$ cat src/hdl/rdc_pkg.sv
// Shared constants, types and helper functions for the radix digit converter.
`default_nettype none

package rdc_pkg;

  // Field and storage sizes
  localparam int VALUE_WIDTH = 32;
  localparam int MAX_DIGITS  = 32;
  localparam int RADIX_W     = 6;
  localparam int DIGIT_W     = 6;
  localparam int CHAR_W      = 7;
  localparam int COUNT_W     = 6;

  localparam int CNT_W  = $clog2(MAX_DIGITS + 1);
  localparam int IDX_W  = $clog2(MAX_DIGITS);
  localparam int STEP_W = $clog2(VALUE_WIDTH);

  // Radix limits
  localparam logic [RADIX_W-1:0] RADIX_MIN   = RADIX_W'(2);
  localparam logic [RADIX_W-1:0] RADIX_MAX   = RADIX_W'(36);
  localparam logic [RADIX_W-1:0] RADIX_RESET = RADIX_W'(10);

  // Highest digit value with a glyph
  localparam logic [DIGIT_W-1:0] DIGIT_TOP = DIGIT_W'(35);

  typedef logic [VALUE_WIDTH-1:0] value_t;
  typedef logic [RADIX_W-1:0]     radix_t;
  typedef logic [DIGIT_W-1:0]     digit_t;
  typedef logic [CHAR_W-1:0]      char_t;
  typedef logic [COUNT_W-1:0]     count_t;

  // Clamp a written base into 2..36
  function automatic radix_t clamp_radix(input radix_t v);
    radix_t r;
    if (v < RADIX_MIN) begin
      r = RADIX_MIN;
    end else if (v > RADIX_MAX) begin
      r = RADIX_MAX;
    end else begin
      r = v;
    end
    return r;
  endfunction

  // Digit value to ASCII: '0'-'9' then 'A'-'Z'
  function automatic char_t digit_glyph(input digit_t d);
    digit_t dc;
    char_t  c;
    dc = (d > DIGIT_TOP) ? DIGIT_TOP : d;
    if (dc < DIGIT_W'(10)) begin
      c = CHAR_W'(8'h30) + CHAR_W'(dc);
    end else begin
      c = CHAR_W'(8'h37) + CHAR_W'(dc);
    end
    return c;
  endfunction

endpackage

`default_nettype wire

$ cat src/hdl/rdc_channels.sv
// Handshake channel interfaces for the radix digit converter.
`default_nettype none

// Configuration write channel: one register, no index
interface rdc_cfg_if;
  logic                  valid;
  logic                  ready;
  rdc_pkg::radix_t       data;
  modport source (output valid, output data, input ready);
  modport sink   (input valid, input data, output ready);
endinterface

// Input channel: one value per beat
interface rdc_value_if;
  logic                  valid;
  logic                  ready;
  rdc_pkg::value_t       value;
  modport source (output valid, output value, input ready);
  modport sink   (input valid, input value, output ready);
endinterface

// Result channel: one digit per beat
interface rdc_digit_if;
  logic                  valid;
  logic                  ready;
  rdc_pkg::char_t        digit_char;
  rdc_pkg::count_t       digit_count;
  logic                  last_digit;
  modport source (output valid, output digit_char, output digit_count, output last_digit,
                  input ready);
  modport sink   (input valid, input digit_char, input digit_count, input last_digit,
                  output ready);
endinterface

`default_nettype wire

$ cat src/hdl/radix_digit_converter.sv
// Radix digit converter top level: sequencer, shared divider step and digit store.
`default_nettype none

// Converts one unsigned value per conversion into its digits in the base held in
// the radix register (2..36, written values clamped; reset 10), emitted most
// significant first as ASCII '0'-'9','A'-'Z', each beat carrying the digit count
// and a mark on the final digit. Zero gives the single digit '0'. Each digit is
// produced by a restoring divide that runs one quotient bit per cycle through a
// single compare-subtract unit; digits are then read back from a 32-entry store,
// each beat passing through a read state and then a show state that holds until
// the sink takes it. The input is not ready until the last digit beat has been
// taken. Radix writes are taken at any time but must only be made while the
// block is idle.
module radix_digit_converter (
  input  wire             clk,
  input  wire             rst,
  rdc_cfg_if.sink         cfg,
  rdc_value_if.sink       number,
  rdc_digit_if.source     digit
);

  // Sequencer states
  localparam logic [1:0] ST_IDLE = 2'd0;
  localparam logic [1:0] ST_DIV  = 2'd1;
  localparam logic [1:0] ST_READ = 2'd2;
  localparam logic [1:0] ST_SHOW = 2'd3;

  localparam int VW = rdc_pkg::VALUE_WIDTH;
  localparam int RW = rdc_pkg::RADIX_W;

  logic [1:0]                  state;
  rdc_pkg::radix_t             radix;
  rdc_pkg::value_t             quotient_work;
  rdc_pkg::digit_t             rem;
  logic [rdc_pkg::STEP_W-1:0]  step;
  logic [rdc_pkg::CNT_W-1:0]   digit_total;
  logic [rdc_pkg::IDX_W-1:0]   rd_idx;
  rdc_pkg::digit_t             rd_data;

  rdc_pkg::digit_t             digit_store [rdc_pkg::MAX_DIGITS];

  // Shared compare-subtract step
  logic [RW:0]                 rem_sh;
  logic                        fits;
  rdc_pkg::digit_t             rem_next;
  rdc_pkg::value_t             quotient_next;
  logic [rdc_pkg::CNT_W-1:0]   total_next;
  logic                        last_step;

  assign rem_sh        = {rem, quotient_work[VW-1]};
  assign fits          = rem_sh >= {1'b0, radix};
  assign rem_next      = fits ? rdc_pkg::DIGIT_W'(rem_sh - {1'b0, radix})
                              : rdc_pkg::DIGIT_W'(rem_sh);
  assign quotient_next = {quotient_work[VW-2:0], fits};
  assign total_next    = digit_total + rdc_pkg::CNT_W'(1);
  assign last_step     = step == rdc_pkg::STEP_W'(VW - 1);

  // Handshakes
  assign cfg.ready    = 1'b1;
  assign number.ready = state == ST_IDLE;

  // Result beat
  assign digit.valid       = state == ST_SHOW;
  assign digit.digit_char  = rdc_pkg::digit_glyph(rd_data);
  assign digit.digit_count = rdc_pkg::COUNT_W'(digit_total);
  assign digit.last_digit  = rd_idx == '0;

  // Radix register
  always_ff @(posedge clk) begin
    if (rst) begin
      radix <= rdc_pkg::RADIX_RESET;
    end else if (cfg.valid && cfg.ready) begin
      radix <= rdc_pkg::clamp_radix(cfg.data);
    end
  end

  // Sequencer and divider
  always_ff @(posedge clk) begin
    if (rst) begin
      state         <= ST_IDLE;
      quotient_work <= '0;
      digit_total   <= '0;
      step          <= '0;
      rd_idx        <= '0;
    end else begin
      case (state)
        ST_IDLE: begin
          if (number.valid) begin
            quotient_work <= number.value;
            digit_total   <= '0;
            step          <= '0;
            state         <= ST_DIV;
          end
        end
        ST_DIV: begin
          quotient_work <= quotient_next;
          step          <= step + rdc_pkg::STEP_W'(1);
          if (last_step) begin
            digit_total <= total_next;
            if (quotient_next == '0 ||
                total_next == rdc_pkg::CNT_W'(rdc_pkg::MAX_DIGITS)) begin
              rd_idx <= digit_total[rdc_pkg::IDX_W-1:0];
              state  <= ST_READ;
            end
          end
        end
        ST_READ: begin
          state <= ST_SHOW;
        end
        ST_SHOW: begin
          if (digit.ready) begin
            if (rd_idx == '0) begin
              state <= ST_IDLE;
            end else begin
              rd_idx <= rd_idx - rdc_pkg::IDX_W'(1);
              state  <= ST_READ;
            end
          end
        end
        default: begin
          state <= ST_IDLE;
        end
      endcase
    end
  end

  // Partial remainder, cleared at the start of each digit
  always_ff @(posedge clk) begin
    if (state == ST_IDLE || (state == ST_DIV && last_step)) begin
      rem <= '0;
    end else if (state == ST_DIV) begin
      rem <= rem_next;
    end
  end

  // Digit store: written at the end of each divide, read back during output
  always_ff @(posedge clk) begin
    if (state == ST_DIV && last_step) begin
      digit_store[digit_total[rdc_pkg::IDX_W-1:0]] <= rem_next;
    end
    if (state == ST_READ) begin
      rd_data <= digit_store[rd_idx];
    end
  end

  // Checks
  a_rem_below_radix: assert property (@(posedge clk) disable iff (rst)
    (state == ST_DIV) |-> (rem < radix))
    else $error("partial remainder not below radix");

  a_no_overlap: assert property (@(posedge clk) disable iff (rst)
    !(number.ready && digit.valid))
    else $error("input ready while a digit beat is offered");

  a_count_nonzero: assert property (@(posedge clk) disable iff (rst)
    digit.valid |-> (digit.digit_count != '0))
    else $error("digit beat with zero digit count");

  a_ready_after_last: assert property (@(posedge clk) disable iff (rst)
    (digit.valid && digit.ready && digit.last_digit) |=> number.ready)
    else $error("input not ready after the final digit beat");

endmodule

`default_nettype wire

$ cat src/flat_wrapper.sv
// flat-port wrapper written by rule: the top's interface ports become plain ports
module radix_digit_converter_flat 
  (clk, rst, cfg_valid, cfg_data, cfg_ready, number_valid, number_value, number_ready, digit_valid, digit_digit_char, digit_digit_count, digit_last_digit, digit_ready);
  rdc_cfg_if cfg_i ();
  rdc_value_if number_i ();
  rdc_digit_if digit_i ();
  input  wire clk;
  input  wire rst;
  input wire logic [$bits(cfg_i.valid)-1:0] cfg_valid;
  input wire logic [$bits(cfg_i.data)-1:0] cfg_data;
  output wire logic [$bits(cfg_i.ready)-1:0] cfg_ready;
  input wire logic [$bits(number_i.valid)-1:0] number_valid;
  input wire logic [$bits(number_i.value)-1:0] number_value;
  output wire logic [$bits(number_i.ready)-1:0] number_ready;
  output wire logic [$bits(digit_i.valid)-1:0] digit_valid;
  output wire logic [$bits(digit_i.digit_char)-1:0] digit_digit_char;
  output wire logic [$bits(digit_i.digit_count)-1:0] digit_digit_count;
  output wire logic [$bits(digit_i.last_digit)-1:0] digit_last_digit;
  input wire logic [$bits(digit_i.ready)-1:0] digit_ready;
  assign cfg_i.valid = cfg_valid;
  assign cfg_i.data = cfg_data;
  assign cfg_ready = cfg_i.ready;
  assign number_i.valid = number_valid;
  assign number_i.value = number_value;
  assign number_ready = number_i.ready;
  assign digit_valid = digit_i.valid;
  assign digit_digit_char = digit_i.digit_char;
  assign digit_digit_count = digit_i.digit_count;
  assign digit_last_digit = digit_i.last_digit;
  assign digit_i.ready = digit_ready;
  radix_digit_converter u_core (.clk(clk), .rst(rst), .cfg(cfg_i), .number(number_i), .digit(digit_i));
endmodule
$ cat config.mk
export PLATFORM = sky130hd
export DESIGN_NAME = radix_digit_converter_flat
export DESIGN_NICKNAME = d
export VERILOG_FILES = /design/src/hdl/rdc_pkg.sv /design/src/hdl/rdc_channels.sv /design/src/hdl/radix_digit_converter.sv /design/src/flat_wrapper.sv
export SDC_FILE = /design/constraint.sdc
export NUM_CORES = 1
export LEC_CHECK = 0
export BUFFER_PORTS_ARGS = -buffer_cell sky130_fd_sc_hd__buf_2
export CAP_MARGIN = 20
export CORE_MARGIN = 3
export CORE_UTILIZATION = 55
export DETAILED_ROUTE_END_ITERATION = 7
export PLACE_DENSITY_LB_ADDON = 0.25
export REMOVE_ABC_BUFFERS = 1
export SLEW_MARGIN = 0
export SYNTH_ARGS = -nofsm -noshare
export SYNTH_HDL_FRONTEND = slang
export SYNTH_SLANG_ARGS = --single-unit
$ cat constraint.sdc
create_clock -name clk -period 8.4 [get_ports clk]
set_input_delay 1.68 -clock clk [delete_from_list [all_inputs] [get_ports clk]]
set_output_delay 1.68 -clock clk [all_outputs]
set_load 0.03 [all_outputs]
## After elaboration in Yosys (flattened, before gate mapping)

Memory sizes are Yosys's and may differ from the RTL's. A register that Yosys moved wholly into a read port is not among the register bits.
Index checks and enable logic that the tools add are counted.

- Add/sub/neg operators: 6
- $mul: 0
- Divide/modulo/power cells: 0
- $lt $le $gt $ge: 5
- Eq/ne operators: 10
- Shifts and indexed selects: 0
- Muxes and demuxes: 25
- Bitwise operators: 0
- Reduce and logical (&&, ||, !) cells: 12

Operator list:

| cell | number |
|---|---|
| case mux 32 bit (2 select lines) | 1 |
| two-way mux 6 bit | 6 |
| zero test 32 bit | 1 |
| two-way mux 32 bit | 1 |
| two-way mux 5 bit | 5 |
| case mux 5 bit (2 select lines) | 2 |
| adder 6 x 6 -> 7 bit, first input constant | 2 |
| greater-than comparator 6 bit, second input constant | 2 |
| case mux 6 bit (2 select lines) | 1 |
| two-way mux 2 bit | 5 |
| case mux 2 bit (4 select lines) | 1 |
| >= comparator 7 x 6 -> 1 bit | 1 |
| two-way mux 7 bit | 1 |
| adder 6 x 1 -> 6 bit, second input constant | 1 |
| == test 6 bit, second input constant | 1 |
| less-than comparator 6 x 2 -> 1 bit, second input constant | 1 |
| less-than comparator 6 x 4 -> 1 bit, second input constant | 1 |
| inequality test 2 x 1 -> 1 bit, second input constant | 3 |
| subtractor 6 bit | 1 |
| adder 5 x 1 -> 5 bit, second input constant | 1 |
| == test 5 bit, second input constant | 1 |
| zero test 5 bit | 1 |
| AND reduction 5 bit | 1 |
| subtractor 5 x 1 -> 5 bit, second input constant | 1 |
| other kinds (11) | 16 |

- Bits in registers: 62
- Latch bits: 0
- Bits in writable memories: 192
- Memory bits (read-only): 0
- Input bits: 43
- Output and inout bits: 17
- Logic and storage cells: 66
- Memories kept: 1

Memory list:

| memory | words | width | rd ports | clocked after Yosys merged registers in | wr ports | RTL line | source |
|---|---|---|---|---|---|---|---|
| u_core.digit_store | 32 | 6 | 1 | 1 | 1 | radix_digit_converter.sv:40 | `rdc_pkg::digit_t digit_store [rdc_pkg::MAX_DIGITS];` |

## Depth between registers and ports, before layout

- Word-level depth: 6
- Depth in mapped cells: 10
- Gate-level depth less buffers: 9

## Worst setup path before layout

Ideal clock, no wire load.

- Kind: register -> output
- From: register u_core.rd_data[2], read port of u_core.digit_store
- To: output digit_digit_char[4]
- Arrival: 1.980 ns
- Setup slack: 4.740 ns
- Cell stages (with the launch flop): 7
- Path through: edfxtp_1 o31a_1 nor2_1 ha_1 nor2b_1 o21a_1 o21ai_0

- Word-level cells in the longest chain between the ends: 4

RTL lines:

| item | RTL line | source |
|---|---|---|
| start: declaration | radix_digit_converter.sv:38 | `rdc_pkg::digit_t rd_data;` |
| greater-than comparator 6 bit | rdc_pkg.sv:49 | `dc = (d > DIGIT_TOP) ? DIGIT_TOP : d;` |
| two-way mux 6 bit (*) | rdc_pkg.sv:49 |  |
| adder 6 x 6 -> 7 bit, or another cell as far along | rdc_pkg.sv:53 | `c = CHAR_W'(8'h37) + CHAR_W'(dc);` |
| two-way mux 7 bit (*) | rdc_pkg.sv:50 | `if (dc < DIGIT_W'(10)) begin` |
| end: declaration | flat_wrapper.sv:16 | `output wire logic [$bits(digit_i.digit_char)-1:0] digit_digit_char;` |

Mark *: on every way between the ends. The rest lies on a longest branch, timed or not.

## Worst setup path in the final report

Ends and elaborated chain as after synthesis.

==> flow_summary.json <==
{
  "via_per_inst": 6.25,
  "yosysWarnings": 0,
  "final_common_cell": "edfxtp_1",
  "grt_max_degree": 53,
  "tightest_slew_ns": 1.01,
  "yosysSeqAreaShare_pct": 64.3,
  "ys.flop_type": "edfxtp_1",
  "placed_cells": 1017,
  "seq_area_sq_um": 7190,
  "grt_usage_pct": 22.1,
  "finalNonFillerCells": 1065,
  "drive_above_1_share_pct": 27.8,
  "multi_input_area_sq_um": 3730,
  "final_cell_mix": "198 x edfxtp_1, 96 x nor2_1, 60 x mux4_2, 60 x dfxtp_1, 58 x buf_2",
  "drv_slew": 0,
  "cts_buffers": 25,
  "dr.first_iter.drc_count": 580,
  "synth_top_area_share_pct": 53.2,
  "synth_area_sq_um": 11200,
  "synth_area_leaders": "edfxtp_1 53%, mux4_2 12%, dfxtp_1 11%",
  "die-area_sq_um": 22100,
  "io_pins": 60,
  "outcome": "finished clean",
  "fin_util_pct": 63.6,
  "crit_arrival_ns": 2.32,
  "htree_levels": 1,
  "fin_hold_ws_ns": 0.467,
  "firstDrtPassIters": 5,
  "critPathLaunch": "u_core.rd_data[2]",
  "ctsLongestPathBuffers": 3,
  "final_nets": 840,
  "rows": 51,
  "grt_overflow": 0,
  "drc_errors": 0,
  "clkSinkCount": 260,
  "post_cts_buffers": 0,
  "synth_seq_cells": 260,
  "p_per_area_nw_per_um2": 294,
  "fin_skew_ns": 0.0240,
  "fillers": 1411,
  "cts_hold_buffers": 0,
  "routedWlPerCell_um": 22.7,
  "hold_class": "register to register",
  "antenna_left": 0,
  "maxCapViolCount": 0,
  "finalHoldViolCount": 0,
  "routed-via-count": 6656,
  "synth_area_per_cell_sq_um": 15.2,
  "clock_latency_ns": 0.51,
  "ys_types": 63,
  "cp-end-kind": "output pin",
  "grt_antenna_before_repair": 0,
  "die_height_um": 149,
  "async_flop_share_pct": 0,
  "synth_edf_count": 198,
  "synthCells": 736,
  "leakagePower_nw": 4.25,
  "cts_root_buf": "clkbuf_16",
  "grt_pass1_wl_mm": 38.0,
  "hp-start": "u_core.radix[4]",
  "timing.critical_path.from_type": "register",
  "fmax_mhz": 250,
  "r2r-start": "u_core.state[1]",
  "crit_type": "register to output pin",
  "gp_congestion": 0.843,
  "ir_worst_vdd_uv": 245,
  "rsz0062_at_grt": "no",
  "post-route-min-period_ns": 4.00,
  "port-buffer-count": 58,
  "start_util_pct": 56.7,
  "routed_wl_mm": 24.2,
  "design.core.area_sq_um": 19700,
  "yosysTopAreaCell": "edfxtp_1",
  "diodes": 0,
  "cts-resized-gates": 0,
  "grt_pass1_vias": 6715,
  "setup_tns_ns": 0,
  "dp_hpwl_mm": 15.0,
  "cts.clk_slew.worst_paths_ns": 0.06,
  "required_ns": 6.72,
  "area_delta_synth_final_pct": 12.2,
  "setup_viol": 0,
  "cts_tree": "built",
  "fin_crit_sh_pct": 47.7,
  "die_w_um": 149,
  "relSlewSlack_pct": 32.8,
  "crit_path_max_fanout": 7
}
[per-stage QoR]
step	power [mW]	setup WS (ns)	cell area, sq um
detailed placement	2.58	4.82	11700
CTS	3.64	4.29	12500
floorplan	2.24	3.96	11000
global placement	2.52	4.78	11700
global route	3.82	4.27	12500
finish	3.69	4.40	12500
[cells by family after synthesis]
group                      Yosys count  share of synthesized area [%]
and+or+nand+nor                    178                           7.57
xor gates and xnor gates             6                          0.470
DFF                                260                           64.3
adders and majority gates           15                           1.75
AOI/OAI and AO/OA                  134                           10.0
muxes                               73                           13.4
other                                1                         0.0336
buffers and inverters               69                           2.47
[critical path, cell delays in order, from the launching register on]
cell      delay, ns
edfxtp_1       0.47
o31a_1         0.35
nor2_1         0.18
ha_1           0.23
nor2b_1        0.06
o21a_1         0.17
o21ai_0        0.15
buf_2          0.22
[worst paths after layout]
check | endpoint | depth (start not counted) | slack [ns]
setup / recovery | digit_digit_char[4] | 7 | 4.40
hold / removal | u_core.radix[4] | 2 | 0.47
setup reg to reg | u_core.digit_store[15][2] | 5 | 5.47
hold reg to reg | u_core.radix[4] | 2 | 0.47
[synth_stat cells, types with 14 or more instances]
cell type / count
edfxtp_1: 198
nor2_1: 97
dfxtp_1: 62
mux4_2: 60
clkbuf_1: 36
o221a_2: 31
a2bb2oi_1: 30
nand2_1: 25
a21oi_1: 23
inv_1: 16
ha_1: 14
[routing by layer]
layer,vias up,global-route usage [%],share of wire (%)
met3,32,3.78,7.4
li1,3002,-,-
met2,269,35.5,49
met4,0,5.45,1.6
met1,3353,32.1,42
met5,-,0,0
[cell type report]
class	instances	share of cell area, %
Clock buffer	31	5.25
Clock inverter	14	0.938
Inverter	18	0.539
Multi-Input combinational cell	407	29.7
Sequential cell	260	57.3
Tap cell	265	2.64
Timing Repair Buffer	70	3.57
[sequential cells by signal, indices dropped and copies added, names as in the netlist]
register                  cells
u_core.digit.digit_count      6
u_core.digit_store          192
u_core.quotient_work         32
u_core.radix                  6
u_core.rd_data                6
u_core.rd_idx                 5
u_core.rem                    6
u_core.state                  2
u_core.step                   5
[power breakdown]
group	internal [mW]	switching [mW]
clock	0.616	0.455
sequential	1.81	0.0284
combinational	0.219	0.558
total	2.65	1.04
Note: power is estimated with default switching activity, not from simulation.
